[src/rtl/core/crd_pkg.sv]
`timescale 1ns / 1ps

package crd_pkg;

	localparam logic [15:0] CHANNEL_ID_RESET = 16'hAB01;
	localparam int DIV_STEPS = 32;
	localparam int DIV_CNT_W = $clog2(DIV_STEPS);

	typedef enum logic [12:0] {
		ST_HEADER  = 13'b0000000000001,
		ST_CHANNEL = 13'b0000000000010,
		ST_PEAK0   = 13'b0000000000100,
		ST_PEAK1   = 13'b0000000001000,
		ST_AREA0   = 13'b0000000010000,
		ST_AREA1   = 13'b0000000100000,
		ST_AREA2   = 13'b0000001000000,
		ST_AREA3   = 13'b0000010000000,
		ST_TIME0   = 13'b0000100000000,
		ST_TIME1   = 13'b0001000000000,
		ST_STATUS  = 13'b0010000000000,
		ST_DIV     = 13'b0100000000000,
		ST_LOAD    = 13'b1000000000000
	} state_t;

	typedef struct packed {
		logic shift_peak;
		logic shift_area;
		logic shift_time;
		logic div_start;
		logic div_step;
		logic out_load;
	} cmd_t;

	typedef struct packed {
		logic hi_match;
		logic lo_match;
		logic div_last;
		logic out_free;
	} stat_t;

endpackage

[src/rtl/core/channel_record_deframer_core.sv]
`timescale 1ns / 1ps

// Channel record deframer.
// in channel (in_valid/in_ready, rx_byte): one received byte per transaction.
// The block hunts for the two channel id bytes, then collects peak (2 bytes),
// area (4 bytes), transmit time (2 bytes) and a status byte, all big-endian.
// out channel (out_valid/out_ready): one record per status byte, carrying the
// fields plus intensity = area / transmit_time (0 with divide_by_zero set when
// the time is zero).
// cfg channel (cfg_valid/cfg_ready, cfg_data): writes channel_id; always ready.
// After the status byte the 32-step restoring divider runs and the record
// then loads into the output register in the load step, with in_ready low
// throughout. in_ready then returns high, so a new frame is parsed while the
// record waits. If the receiver stalls, the next record waits in the load
// step (in_ready low) until the output register is taken.
// Reset: channel_id returns to 0xAB01, parsing restarts at the header byte and
// out_valid clears.
module channel_record_deframer_core (
	input  logic        clk,
	input  logic        arst_n,
	input  logic        in_valid,
	output logic        in_ready,
	input  logic [7:0]  rx_byte,
	input  logic        cfg_valid,
	output logic        cfg_ready,
	input  logic [15:0] cfg_data,
	output logic        out_valid,
	input  logic        out_ready,
	output logic [15:0] peak,
	output logic [31:0] area,
	output logic [15:0] transmit_time,
	output logic [31:0] intensity,
	output logic [7:0]  status_byte,
	output logic        divide_by_zero
);

	crd_pkg::cmd_t  cmd;
	crd_pkg::stat_t stat;

	assign cfg_ready = 1'b1;

	crd_ctrl u_ctrl (
		.clk      (clk),
		.arst_n   (arst_n),
		.in_valid (in_valid),
		.in_ready (in_ready),
		.stat     (stat),
		.cmd      (cmd)
	);

	crd_datapath u_datapath (
		.clk            (clk),
		.arst_n         (arst_n),
		.rx_byte        (rx_byte),
		.cfg_valid      (cfg_valid),
		.cfg_data       (cfg_data),
		.cmd            (cmd),
		.stat           (stat),
		.out_valid      (out_valid),
		.out_ready      (out_ready),
		.peak           (peak),
		.area           (area),
		.transmit_time  (transmit_time),
		.intensity      (intensity),
		.status_byte    (status_byte),
		.divide_by_zero (divide_by_zero)
	);

endmodule

[src/rtl/core/crd_datapath.sv]
`timescale 1ns / 1ps

module crd_datapath (
	input  logic               clk,
	input  logic               arst_n,
	input  logic [7:0]         rx_byte,
	input  logic               cfg_valid,
	input  logic [15:0]        cfg_data,
	input  crd_pkg::cmd_t      cmd,
	output crd_pkg::stat_t     stat,
	output logic               out_valid,
	input  logic               out_ready,
	output logic [15:0]        peak,
	output logic [31:0]        area,
	output logic [15:0]        transmit_time,
	output logic [31:0]        intensity,
	output logic [7:0]         status_byte,
	output logic               divide_by_zero
);

	logic [15:0] channel_id_q;
	logic [15:0] peak_acc_q;
	logic [31:0] area_acc_q;
	logic [15:0] time_acc_q;
	logic [7:0]  status_q;

	logic [31:0] quo_q;
	logic [15:0] rem_q;
	logic [15:0] divisor_q;
	logic [crd_pkg::DIV_CNT_W-1:0] div_cnt_q;

	logic [16:0] rem_sh;
	logic [16:0] rem_diff;
	logic        q_bit;

	always_ff @(posedge clk or negedge arst_n) begin
		if (!arst_n) begin
			channel_id_q <= crd_pkg::CHANNEL_ID_RESET;
		end else if (cfg_valid) begin
			channel_id_q <= cfg_data;
		end
	end

	// Fields arrive big-endian: shift each accepted byte in at the bottom.
	always_ff @(posedge clk) begin
		if (cmd.shift_peak) begin
			peak_acc_q <= {peak_acc_q[7:0], rx_byte};
		end
		if (cmd.shift_area) begin
			area_acc_q <= {area_acc_q[23:0], rx_byte};
		end
		if (cmd.shift_time) begin
			time_acc_q <= {time_acc_q[7:0], rx_byte};
		end
		if (cmd.div_start) begin
			status_q <= rx_byte;
		end
	end

	// Restoring divider, one quotient bit per cycle.
	assign rem_sh   = {rem_q, quo_q[31]};
	assign rem_diff = rem_sh - {1'b0, divisor_q};
	assign q_bit    = !rem_diff[16];

	always_ff @(posedge clk or negedge arst_n) begin
		if (!arst_n) begin
			div_cnt_q <= '0;
		end else if (cmd.div_start) begin
			div_cnt_q <= '0;
		end else if (cmd.div_step) begin
			div_cnt_q <= div_cnt_q + crd_pkg::DIV_CNT_W'(1);
		end
	end

	always_ff @(posedge clk) begin
		if (cmd.div_start) begin
			quo_q     <= area_acc_q;
			rem_q     <= '0;
			divisor_q <= time_acc_q;
		end else if (cmd.div_step) begin
			quo_q <= {quo_q[30:0], q_bit};
			rem_q <= q_bit ? rem_diff[15:0] : rem_sh[15:0];
		end
	end

	always_ff @(posedge clk or negedge arst_n) begin
		if (!arst_n) begin
			out_valid <= 1'b0;
		end else if (cmd.out_load) begin
			out_valid <= 1'b1;
		end else if (out_ready) begin
			out_valid <= 1'b0;
		end
	end

	always_ff @(posedge clk) begin
		if (cmd.out_load) begin
			peak           <= peak_acc_q;
			area           <= area_acc_q;
			transmit_time  <= divisor_q;
			intensity      <= (divisor_q == 16'd0) ? 32'd0 : quo_q;
			status_byte    <= status_q;
			divide_by_zero <= (divisor_q == 16'd0);
		end
	end

	assign stat.hi_match = (rx_byte == channel_id_q[15:8]);
	assign stat.lo_match = (rx_byte == channel_id_q[7:0]);
	assign stat.div_last = (div_cnt_q == crd_pkg::DIV_CNT_W'(crd_pkg::DIV_STEPS - 1));
	assign stat.out_free = !out_valid || out_ready;

endmodule

[src/rtl/core/crd_ctrl.sv]
`timescale 1ns / 1ps

module crd_ctrl (
	input  logic           clk,
	input  logic           arst_n,
	input  logic           in_valid,
	output logic           in_ready,
	input  crd_pkg::stat_t stat,
	output crd_pkg::cmd_t  cmd
);

	crd_pkg::state_t state_q;
	crd_pkg::state_t state_nxt;
	logic            take;

	assign in_ready = !(state_q == crd_pkg::ST_DIV || state_q == crd_pkg::ST_LOAD);
	assign take     = in_valid && in_ready;

	always_comb begin
		state_nxt = state_q;
		cmd       = '0;
		case (state_q)
			crd_pkg::ST_HEADER: begin
				if (take && stat.hi_match) state_nxt = crd_pkg::ST_CHANNEL;
			end
			// hold here on a low-byte mismatch
			crd_pkg::ST_CHANNEL: begin
				if (take && stat.lo_match) state_nxt = crd_pkg::ST_PEAK0;
			end
			crd_pkg::ST_PEAK0: begin
				cmd.shift_peak = take;
				if (take) state_nxt = crd_pkg::ST_PEAK1;
			end
			crd_pkg::ST_PEAK1: begin
				cmd.shift_peak = take;
				if (take) state_nxt = crd_pkg::ST_AREA0;
			end
			crd_pkg::ST_AREA0: begin
				cmd.shift_area = take;
				if (take) state_nxt = crd_pkg::ST_AREA1;
			end
			crd_pkg::ST_AREA1: begin
				cmd.shift_area = take;
				if (take) state_nxt = crd_pkg::ST_AREA2;
			end
			crd_pkg::ST_AREA2: begin
				cmd.shift_area = take;
				if (take) state_nxt = crd_pkg::ST_AREA3;
			end
			crd_pkg::ST_AREA3: begin
				cmd.shift_area = take;
				if (take) state_nxt = crd_pkg::ST_TIME0;
			end
			crd_pkg::ST_TIME0: begin
				cmd.shift_time = take;
				if (take) state_nxt = crd_pkg::ST_TIME1;
			end
			crd_pkg::ST_TIME1: begin
				cmd.shift_time = take;
				if (take) state_nxt = crd_pkg::ST_STATUS;
			end
			crd_pkg::ST_STATUS: begin
				cmd.div_start = take;
				if (take) state_nxt = crd_pkg::ST_DIV;
			end
			crd_pkg::ST_DIV: begin
				cmd.div_step = 1'b1;
				if (stat.div_last) state_nxt = crd_pkg::ST_LOAD;
			end
			// wait for the output register to free up
			crd_pkg::ST_LOAD: begin
				cmd.out_load = stat.out_free;
				if (stat.out_free) state_nxt = crd_pkg::ST_HEADER;
			end
			default: begin
				state_nxt = crd_pkg::ST_HEADER;
			end
		endcase
	end

	always_ff @(posedge clk or negedge arst_n) begin
		if (!arst_n) begin
			state_q <= crd_pkg::ST_HEADER;
		end else begin
			state_q <= state_nxt;
		end
	end

endmodule

[config.mk]
export PLATFORM = sky130hd
export DESIGN_NAME = channel_record_deframer_core
export DESIGN_NICKNAME = d
export VERILOG_FILES = /design/src/rtl/core/crd_pkg.sv /design/src/rtl/core/channel_record_deframer_core.sv /design/src/rtl/core/crd_datapath.sv /design/src/rtl/core/crd_ctrl.sv
export SDC_FILE = /design/constraint.sdc
export NUM_CORES = 1
export LEC_CHECK = 0
export ABC_AREA = 1
export BUFFER_PORTS_ARGS = -buffer_cell sky130_fd_sc_hd__buf_2
export CAP_MARGIN = 10
export CORE_MARGIN = 2
export CORE_UTILIZATION = 58
export CTS_CLUSTER_SIZE = 8
export DETAILED_ROUTE_END_ITERATION = 16
export PLACE_DENSITY = 0.89
export RECOVER_POWER = 25
export SKIP_CTS_REPAIR_TIMING = 1
export SYNTH_ARGS = -nofsm -noshare
export SYNTH_HDL_FRONTEND = slang
export SYNTH_SLANG_ARGS = --single-unit
[constraint.sdc]
create_clock -name clk -period 6.69 [get_ports clk]
set_input_delay 1.6725 -clock clk [delete_from_list [all_inputs] [get_ports clk]]
set_output_delay 1.6725 -clock clk [all_outputs]
set_load 0.01 [all_outputs]
## After elaboration in Yosys (flattened, before gate mapping)

Cells that the tools add are included.

| word-level totals | value |
|---|---|
| flip-flop bits (word level) | 276 |

| cells by class | value |
|---|---|
| add/sub/neg operators | 2 |
| equal/unequal tests | 29 |
| multiplexer cells | 27 |
| reductions and logical operators | 15 |

Operator list:

| cell | count |
|---|---|
| 2-to-1 mux 13 bit | 13 |
| one-hot mux 13 bit (13 select lines) | 1 |
| 2-to-1 mux 32 bit | 2 |
| inequality test 2 x 1 -> 1 bit, second input constant | 12 |
| subtractor 17 x 16 -> 17 bit | 1 |
| equality test 8 bit | 2 |
| zero test 16 bit | 1 |
| 2-to-1 mux 16 bit | 1 |
| equality test 13 x 1 -> 1 bit, second input constant | 1 |
| equality test 13 x 10 -> 1 bit, second input constant | 1 |
| equality test 13 x 11 -> 1 bit, second input constant | 1 |
| equality test 13 x 12 -> 1 bit, second input constant | 1 |
| equality test 13 bit, second input constant | 1 |
| equality test 13 x 2 -> 1 bit, second input constant | 1 |
| equality test 13 x 3 -> 1 bit, second input constant | 1 |
| equality test 13 x 4 -> 1 bit, second input constant | 1 |
| equality test 13 x 5 -> 1 bit, second input constant | 1 |
| equality test 13 x 6 -> 1 bit, second input constant | 1 |
| equality test 13 x 7 -> 1 bit, second input constant | 1 |
| equality test 13 x 8 -> 1 bit, second input constant | 1 |
| equality test 13 x 9 -> 1 bit, second input constant | 1 |
| AND reduction 13 bit | 1 |
| 2-to-1 mux 5 bit | 2 |
| 2-to-1 mux 1 bit | 8 |
| other kinds (9) | 16 |

## Longest topological paths before layout

Gate-level depths: netlist of run 1.

| depth | value |
|---|---|
| depth in word-level cells | 7 |
| depth in mapped cells | 16 |
| gate-level depth less buffers | 15 |

## Hierarchy

Synthesis of run 1 repeated with hierarchy kept, for this count alone.

| second synthesis, totals | value |
|---|---|
| cells, all modules | 967 |
| area total of the unflattened synthesis | 11347.1 um^2 |

Modules (own cells, without submodules):

| module | instances | cells an instance | area each (um^2) | sequential area each (um^2) |
|---|---|---|---|---|
| crd_datapath | 1 | 806 | 10297.4 | 7634.8 |
| crd_ctrl | 1 | 159 | 1038.5 | 326.6 |
| channel_record_deframer_core | 1 | 2 | 11.3 | 0.0 |

## Least setup slack after synthesis of run 1

No wires, ideal clock.

| timing path | value |
|---|---|
| path type | input port to flip-flop |
| from | input out_ready |
| to | register u_datapath.area[0], enable pin |
| data arrival time | 6071 ps |
| path slack | 49 ps |
| stages | 2 |
| buffers on the path | 0 |
| cells stage by stage | nor2_1 nor2_1 |

RTL lines:

| item | line | text |
|---|---|---|
| start: declaration | channel_record_deframer_core.sv:28 | `input logic out_ready,` |
| end signal: assignment | crd_datapath.sv:99 | `area <= area_acc_q;` |
| end: declaration | crd_datapath.sv:14 | `output logic [31:0] area,` |

## Worst setup path after layout of run 1

| timing path | value |
|---|---|
| from | register u_ctrl.state_q[1] |
| to | output in_ready |

| between the ends | value |
|---|---|
| cells in the longest elaborated chain, start to end | 3 |

RTL lines:

| item | line | text |
|---|---|---|
| start: declaration | crd_ctrl.sv:12 | `crd_pkg::state_t state_q;` |
| start signal: assignment | crd_ctrl.sv:83 | `state_q <= crd_pkg::ST_HEADER;` |
| start signal: assignment | crd_ctrl.sv:85 | `state_q <= state_nxt;` |
| equality test 13 x 12 -> 1 bit or equality test 13 bit (tied branches) | crd_ctrl.sv:16 | `assign in_ready = !(state_q == crd_pkg::ST_DIV \|\| state_q == crd_pkg::ST_LOAD);` |
| logical OR 1 bit (*) | crd_ctrl.sv:16 |  |
| zero test 1 bit (*) | crd_ctrl.sv:16 |  |
| end: declaration | channel_record_deframer_core.sv:22 | `output logic in_ready,` |

Mark *: on every way between the ends. The rest lies on a longest branch, timed or not.

==> qor.txt, run 1 <==
outcome: finished, final reports clean
asr flop ratio synth: 12.7%
Num CTS Buffers: 40
max_cap viols: 0
most instantiated cells after synthesis: edfxtp_1 (225), nand2_1 (192), inv_1 (118)
detailed placement HPWL: 15000 um
Synth Register Bits: 276
IO Port Bufs: 135
Pwr per Cell Area: 298 nW/um2
proportion of synthesized area in mux cells: 1.62%
setup slack, reg-to-reg: 3120 ps
FMAX: 0.238 GHz
Synth Area in Adders: 2.21%
Req. time, crit path: 5020 ps
CP Max Fanout: 7
Synth cell types: 35
Peak VDD IR: 218 uV
Mapped Area: 11100 um2
routed via count: 7334
Antenna diodes: 0
Skew-Pair Late Insertion Delay: 520 ps
XOR/XNOR Fraction of Synth Area: 2.05%
largest cells by area after synthesis: edfxtp_1 (61%), nand2_1 (6.5%), dfrtp_1 (6.3%)
share of cells above drive strength 1: 20.2%
Vias/cell: 5.54
die height: 142 um
DRC errors left: 0
CP Launch Type: flop
largest net degree at the start of global routing: 64
Mapped Nets: 950
Least-Margin Pin Slew: 785 ps
most frequent cell after synthesis: edfxtp_1
Worst-path clk slew: 50 ps
Hold Vio Cnt, Final: 0
IO Pins: 137
crit share post-route: 62.9%
vias in the first global route: 7262
area grow syn2layout: 18.1%
nets: 1116
Post-synth EDFFs: 225
Max-slew headroom: 47.7%
Routed WL per cell: 18.3 um
Seq/Total Area, Yosys: 71.6%
yosys warns: 0
min cycle time layout: 4210 ps
Placed Area: 12000 um2
Setup TNS Final: 0 ps
worst-path cell chain: nor2_1 -> nand2_2 -> nor2_1 -> nand3_1 -> inv_1 -> nor2_4 -> buf_2
GRT Total Usage: 24.4%
crit-path max cell delay: 490 ps
GRT overflow: 0
CP most frequent cell: nor2_1
Cell Rows: 50
Layout Cells excl Fill: 1323
Slew Limit Fails: 0
initial antenna violation count: 0
Synth Area in Simple Gates: 14.2%
final antenna-violating net count: 0
CP Buf/Inv Count: 2
Die X-Extent: 142 um
Iteration-0 DRC Markers: 602
CTS tree: built
Slowest cell on crit path: nor2_1
largest delay contributor family on the critical path: simple AND/OR/NAND/NOR gates
Die ar.: 20300 um2
first-pass GRT wire length: 38000 um
syn avg cell area: 12.3 um2
area fraction in compound gates after synthesis: 3.24%
final wirelength: 24200 um
maximum buffer depth of the clock tree: 3
leading area contributor after synthesis: edfxtp_1
GP Congestion: 0.921
Syn Inst Count: 902
placed cells: 1260
Hold WC Path Type: reg2reg
Clock Skew: 16.2 ps
drt pass-1 iters: 7
WP data arrival: 2540 ps
final non-filler cell area: 13100 um2
Top FF cell, synth: edfxtp_1
Initial Util: 59.2%
crit path capture type: output port
area share of the largest cell type after synthesis: 60.8%
H-tree depth: 2
Clock Sinks: 276
WS Path Type: reg2out
Leak: 0.00551 uW
Final setup viols: 0
largest family of logic cells by synthesized area: simple AND/OR/NAND/NOR gates
worst hold margin: 408 ps
Root Driver: clkbuf_16
placeable core region: 18800 um2
RSZ-0062 raised after global routing: no
==> worst reg2reg max path, stage by stage, from the launching register on <==
cell and delay, ps:
dfstp_2 530, nor2_1 70, nand2_2 90, nor2_1 140
nand3_1 250, inv_1 140, nor2_4 150, nand2_4 120
nor2_8 390, buf_4 650, nor2_8 170, inv_1 100
buf_4 380
==> through the flow <==
step	worst slack [ps]	power [uW]	utilization, %
global placement	2880	2140	64.2
floorplan	48.9	2100	-
CTS	2870	3930	70.1
finish	2480	3910	69.9
global route	2310	4020	69.9
detailed placement	2810	2150	64.2
==> routing by layer <==
metal | part of all wire [%] | wire length, um | track usage [%] | vias to the layer above
met3 | 9.0 | 2170 | 5.96 | 74
li1 | - | - | - | 3360
met4 | 3.7 | 894 | 10.4 | 0
met1 | 39 | 9380 | 31.7 | 3478
met5 | 0 | 0 | 0 | -
met2 | 49 | 11700 | 39.8 | 422
==> kinds of logic (layout without fill, tap and decap cells) <==
group	count (synthesis)	in the layout
buffers and inverters	139	326
XOR/XNOR	26	26
AND/OR/NAND/NOR	354	354
flip-flops	276	276
AO/OA/AOI/OAI	71	71
adder cells (fa/ha/maj)	19	19
other	1	1
multiplexers	16	16
==> flip-flops by register name (all words and copies together) (netlist names) <==
signal,flops
u_datapath.area,32
u_datapath.area_acc_q,32
u_datapath.intensity,32
u_datapath.quo_q,32
u_datapath.channel_id_q,16
u_datapath.divisor_q,16
u_datapath.peak,16
u_datapath.peak_acc_q,16
u_datapath.rem_q,16
u_datapath.time_acc_q,16
u_datapath.transmit_time,16
u_ctrl.state_q,13
u_datapath.status_byte,8
u_datapath.status_q,8
u_datapath.div_cnt_q,5
u_datapath.divide_by_zero,1
u_datapath.out_valid,1
==> where the power goes <==
group / leakage, uW / total (uW) / internal, uW / switching (uW)
sequential: 0.00257 / 1900 / 1880 / 18.9
clock: 0.000532 / 1790 / 1100 / 689
combinational: 0.00241 / 224 / 69.8 / 155
total: 0.00551 / 3910 / 3040 / 863
==> final timing paths <==
path                                          start                 endpoint  cells past startpoint
setup / recovery                  u_ctrl.state_q[1]                 in_ready                      7
hold / removal             u_datapath.time_acc_q[8]  u_datapath.divisor_q[8]                      0
setup reg to reg                  u_ctrl.state_q[0]     u_datapath.quo_q[14]                     12
hold reg to reg            u_datapath.time_acc_q[8]  u_datapath.divisor_q[8]                      0
max in group asynchronous                    arst_n        u_ctrl.state_q[1]                      1
min in group asynchronous                    arst_n        u_ctrl.state_q[6]                      1
==> cells in the final DEF (no fill, tap or decap), types with 18 or more instances in the layout <==
cell type and n:
ha_1 18, a21oi_1 18, inv_1 118, clkbuf_16 40, nand3_1 42, buf_2 127, dfrtp_1 28, o21ai_0 42
nand2_1 192, clkbuf_1 28, edfxtp_1 225, nor2_1 74
==> final cells by class <==
cell class,count,area [um2]
clock buffer,60,1080
fill,1198,5640
timing repair buffer,143,726
inverter,120,453
tap,234,293
sequential,276,7960
multi-input combinational,487,2590
clock inverter,3,30.0
No activity file was read; power rests on OpenSTA's default activity.
==> inputs of run 2 (changes only) <==
--- a/config.mk
+++ b/config.mk
@@ -9,10 +9,10 @@
 export BUFFER_PORTS_ARGS = -buffer_cell sky130_fd_sc_hd__buf_2
 export CAP_MARGIN = 10
 export CORE_MARGIN = 2
-export CORE_UTILIZATION = 58
+export CORE_UTILIZATION = 52
 export CTS_CLUSTER_SIZE = 8
 export DETAILED_ROUTE_END_ITERATION = 16
-export PLACE_DENSITY = 0.89
+export PLACE_DENSITY = 0.84
 export RECOVER_POWER = 25
 export SKIP_CTS_REPAIR_TIMING = 1
 export SYNTH_ARGS = -nofsm -noshare
==> constraint.sdc (replaced) <==
create_clock -name clk -period 3.42 [get_ports clk]
set_input_delay 0.855 -clock clk [delete_from_list [all_inputs] [get_ports clk]]
set_output_delay 0.855 -clock clk [all_outputs]
set_load 0.01 [all_outputs]
==> run 2 against run 1 <==
Compared with the run above: global-route usage shrank 4.1 points; die area increased by 11%; sequential share of layout area shrank 0.50 points; sequential power grew 95%; critical endpoint unchanged.
==> qor.txt, run 2 (synthesis results as in run 1) <==
post-layout util: 63.0%
Cell Rows: 53
initial antenna violation count: 0
detailed placement HPWL: 14700 um
max_cap viols: 0
WP data arrival: 2070 ps
WHS Path Cells: 0
Initial Util: 52.9%
Die X-Extent: 150 um
Antenna diodes: 0
outcome: finished, final reports clean
final worst slack: 498 ps
maximum buffer depth of the clock tree: 3
Final setup viols: 0
Worst R2R Start: u_datapath.divisor_q[0]
Peak VDD IR: 429 uV
DRC errors left: 0
reg2reg end: u_datapath.rem_q[10]
met2 usage: 32.7%
reg2reg path depth: 12
Least-Margin Pin Slew: 796 ps
final non-filler cell area: 13200 um2
drt pass-1 iters: 5
CP Max Fanout: 22
Hold Vio Cnt, Final: 0
Worst Hold End: u_datapath.peak[12]
GP Congestion: 0.905
crit path capture type: output port
Num CTS Buffers: 40
met3 Usage GRT: 4.64%
setup slack, reg-to-reg: 650 ps
Root Driver: clkbuf_16
most common cell after layout, fill and taps aside: edfxtp_1
largest net degree at the start of global routing: 78
Routed WL per cell: 16.6 um
Clock Sinks: 276
Max-slew headroom: 46.9%
WS Path Type: reg2out
nets: 1116
GRT overflow: 0
vias in the first global route: 6864
die height: 150 um
placeable core region: 21000 um2
met1 track utilization from global routing: 27.9%
share of cells above drive strength 1: 20.4%
busiest grt layer: met2
FMAX: 0.342 GHz
Pwr per Cell Area: 579 nW/um2
commonest non-fill, non-tap cells in the layout: edfxtp_1 (225), nand2_1 (192), buf_2 (127)
Setup TNS Final: 0 ps
Req. time, crit path: 2560 ps
Skew-Pair Late Insertion Delay: 520 ps
CTS tree: built
crit share post-route: 85.4%
routed via count: 7084
Leak: 0.00553 uW
Hold WC Path Type: reg2reg
IO Pins: 137
min cycle time layout: 2920 ps
Worst-path clk slew: 50 ps
hold wc startpoint: u_datapath.peak_acc_q[12]
final wirelength: 22600 um
pre-CTS WS: 720 ps
Iteration-0 DRC Markers: 585
H-tree depth: 2
Vias/cell: 5.19
RSZ-0062 raised after global routing: no
first-pass GRT wire length: 35300 um
CP Launch Type: flop
final antenna-violating net count: 0
IO Port Bufs: 135
Placed Area: 12100 um2
area grow syn2layout: 19.1%
Clock Skew: 17.7 ps
GRT Total Usage: 20.4%
Slew Limit Fails: 0
Die ar.: 22600 um2
-- run 2: worst max-delay path by stage --
stage,startpoint,end,slack (ps),cells past startpoint
finish,u_ctrl.state_q[1],in_ready,500,7
global route,u_ctrl.state_q[9],in_ready,310,7
CTS,u_ctrl.state_q[1],in_ready,490,7
detailed placement,u_datapath.divisor_q[0],u_datapath.rem_q[10],720,12
global placement,u_datapath.divisor_q[0],u_datapath.rem_q[11],870,12
floorplan,u_ctrl.state_q[2],u_datapath.area[0],430,5
-- run 2: final cells by class --
cell class	instances	area (um2)
multi-input combinational	487	2610
clock inverter	3	45.0
tap	275	344
timing repair buffer	143	738
fill	1520	7780
inverter	120	453
clock buffer	61	1090
sequential	276	7960
-- run 2: per-stage QoR --
stage	hold slack, ps	total power (uW)	cells
2_1_floorplan	400	4120	902
3_3_place_gp	402	4190	1301
3_5_place_dp	407	4200	1301
4_1_cts	420	7730	1365
5_1_grt	424	7930	1365
6_report	420	7670	1365
-- run 2: critical path, stage by stage, from the launching register on --
cell and delay, ps:
dfrtp_1 410, nor2_1 210, nand2_2 160, nor2_8 160, nand2_4 100, inv_4 260
nor2_4 80, buf_2 160
-- run 2: report_power, final --
part | leakage (uW) | total (uW) | internal (uW) | switching [uW]
registers | 0.00257 | 3710 | 3670 | 34.2
clock network | 0.000545 | 3530 | 2180 | 1350
logic | 0.00242 | 433 | 143 | 291
total | 0.00553 | 7670 | 6000 | 1670
-- run 2: layer usage --
metal / wire (um) / part of all wire, %
met1: 9310 / 41
met3: 1900 / 8.4
met2: 11000 / 48
met4: 453 / 2.0
met5: 0 / 0
==> inputs of run 3 (changes only) <==
--- a/config.mk
+++ b/config.mk
@@ -9,10 +9,10 @@
 export BUFFER_PORTS_ARGS = -buffer_cell sky130_fd_sc_hd__buf_2
 export CAP_MARGIN = 10
 export CORE_MARGIN = 2
-export CORE_UTILIZATION = 52
+export CORE_UTILIZATION = 58
 export CTS_CLUSTER_SIZE = 8
 export DETAILED_ROUTE_END_ITERATION = 16
-export PLACE_DENSITY = 0.84
+export PLACE_DENSITY = 0.89
 export RECOVER_POWER = 25
 export SKIP_CTS_REPAIR_TIMING = 1
 export SYNTH_ARGS = -nofsm -noshare
==> constraint.sdc (replaced) <==
create_clock -name clk -period 2.8 [get_ports clk]
set_input_delay 0.7 -clock clk [delete_from_list [all_inputs] [get_ports clk]]
set_output_delay 0.7 -clock clk [all_outputs]
set_load 0.01 [all_outputs]
==> run 3 against run 2 <==
Compared with the run above: non-clock buffer count stayed put; critical path type unchanged; die area is 10% lower; sequential cell count stayed put; global-route usage is 3.8 points higher; critical path depth stayed put; first-iteration DRC count is 23% higher; critical endpoint unchanged.
==> qor.txt, run 3 (synthesis results as in run 1) <==
commonest non-fill, non-tap cells in the layout: edfxtp_1 (225), nand2_1 (191), buf_2 (127)
IO Pins: 137
Hold WC Path Type: in2async
Peak VDD IR: 528 uV
placeable core region: 18800 um2
RSZ-0062 raised after global routing: no
Worst setup endpoint: in_ready
GRT overflow: 0
reg2reg end: u_datapath.quo_q[0]
most common cell after layout, fill and taps aside: edfxtp_1
Antenna diodes: 0
post-layout util: 70.6%
H-tree depth: 2
WS Path Type: reg2out
final worst slack: 116 ps
Root Driver: clkbuf_16
CP Launch Point: u_ctrl.state_q[3]
nets: 1116
Final setup viols: 0
die height: 142 um
Req. time, crit path: 2100 ps
Pwr per Cell Area: 708 nW/um2
share of cells above drive strength 1: 20.8%
first-pass GRT wire length: 37000 um
GRT Total Usage: 24.1%
crit path capture type: output port
final antenna-violating net count: 0
Initial Util: 59.2%
crit share post-route: 95.9%
largest net degree at the start of global routing: 76
Vias/cell: 5.44
outcome: finished, final reports clean
detailed placement HPWL: 14900 um
maximum buffer depth of the clock tree: 3
Leak: 0.00553 uW
DRC errors left: 0
vias in the first global route: 6884
GP Congestion: 0.888
CTS tree: built
Routed WL per cell: 17.8 um
Skew-Pair Late Insertion Delay: 530 ps
Max-slew headroom: 46.0%
initial antenna violation count: 0
IO Port Bufs: 135
Cell Rows: 50
CP Launch Type: flop
setup slack, reg-to-reg: 210 ps
Die ar.: 20300 um2
reg2reg path depth: 10
min cycle time layout: 2680 ps
max_cap viols: 0
Die X-Extent: 142 um
Clock Skew: 25.2 ps
Hold Vio Cnt, Final: 0
Worst R2R Start: u_datapath.divisor_q[0]
drt pass-1 iters: 5
area grow syn2layout: 19.3%
Iteration-0 DRC Markers: 719
final wirelength: 23600 um
WP data arrival: 1980 ps
pre-CTS WS: 158 ps
CP Max Fanout: 22
Worst-path clk slew: 50 ps
FMAX: 0.373 GHz
Least-Margin Pin Slew: 811 ps
Num CTS Buffers: 40
Clock Sinks: 276
routed via count: 7200
Slew Limit Fails: 0
## run 3: routing by layer
metal	share of wire, %	up-vias	global-route usage (%)
met5	0	-	0
met1	41	3456	32.5
li1	-	3367	-
met3	7.5	52	4.98
met2	48	325	39.0
met4	2.9	0	9.69
## run 3: worst min path at each step
stage | from | to | slack, ps | cells past startpoint
3_3_place_gp | u_datapath.status_q[4] | u_datapath.status_byte[4] | 400 | 0
3_5_place_dp | u_datapath.time_acc_q[13] | u_datapath.divisor_q[13] | 400 | 0
5_1_grt | arst_n | u_datapath.channel_id_q[1] | 340 | 1
2_1_floorplan | arst_n | u_ctrl.state_q[10] | 400 | 0
6_report | arst_n | u_datapath.channel_id_q[1] | 260 | 1
4_1_cts | arst_n | u_ctrl.state_q[11] | 280 | 1
## run 3: report_power, final
group / switching (uW) / leakage, uW / internal [uW] / total, uW
Clock: 1660 / 0.000542 / 2640 / 4300
Sequential: 45.2 / 0.00257 / 4490 / 4530
Combinational: 363 / 0.00242 / 184 / 547
## run 3: area by class of cell
type | count | area (um2)
clock buffers | 60 | 1080
repair buffers | 143 | 788
fillers | 1208 | 5520
clock inverters | 4 | 50.0
multi-input cells | 487 | 2630
flip-flops and latches | 276 | 7960
well taps | 234 | 293
inverters | 120 | 455
## run 3: through the flow
stage	hold slack, ps	std cells	TNS, ps	area (um2)	power (uW)
after global routing	338	1324	0	13300	9680
after CTS	281	1324	0	13300	9450
after floorplan	400	902	-13010	11100	5040
after global placement	401	1260	0	12100	5140
after detailed placement	405	1260	0	12100	5160
final	264	1324	0	13300	9380
## run 3: critical path, stage by stage (launching register included)
cell     delay, ps
dfrtp_1        410
nor2_2         170
nand2_2        130
nor2_8         200
nand2_4        110
inv_6          200
nor2_4          70
buf_2          150
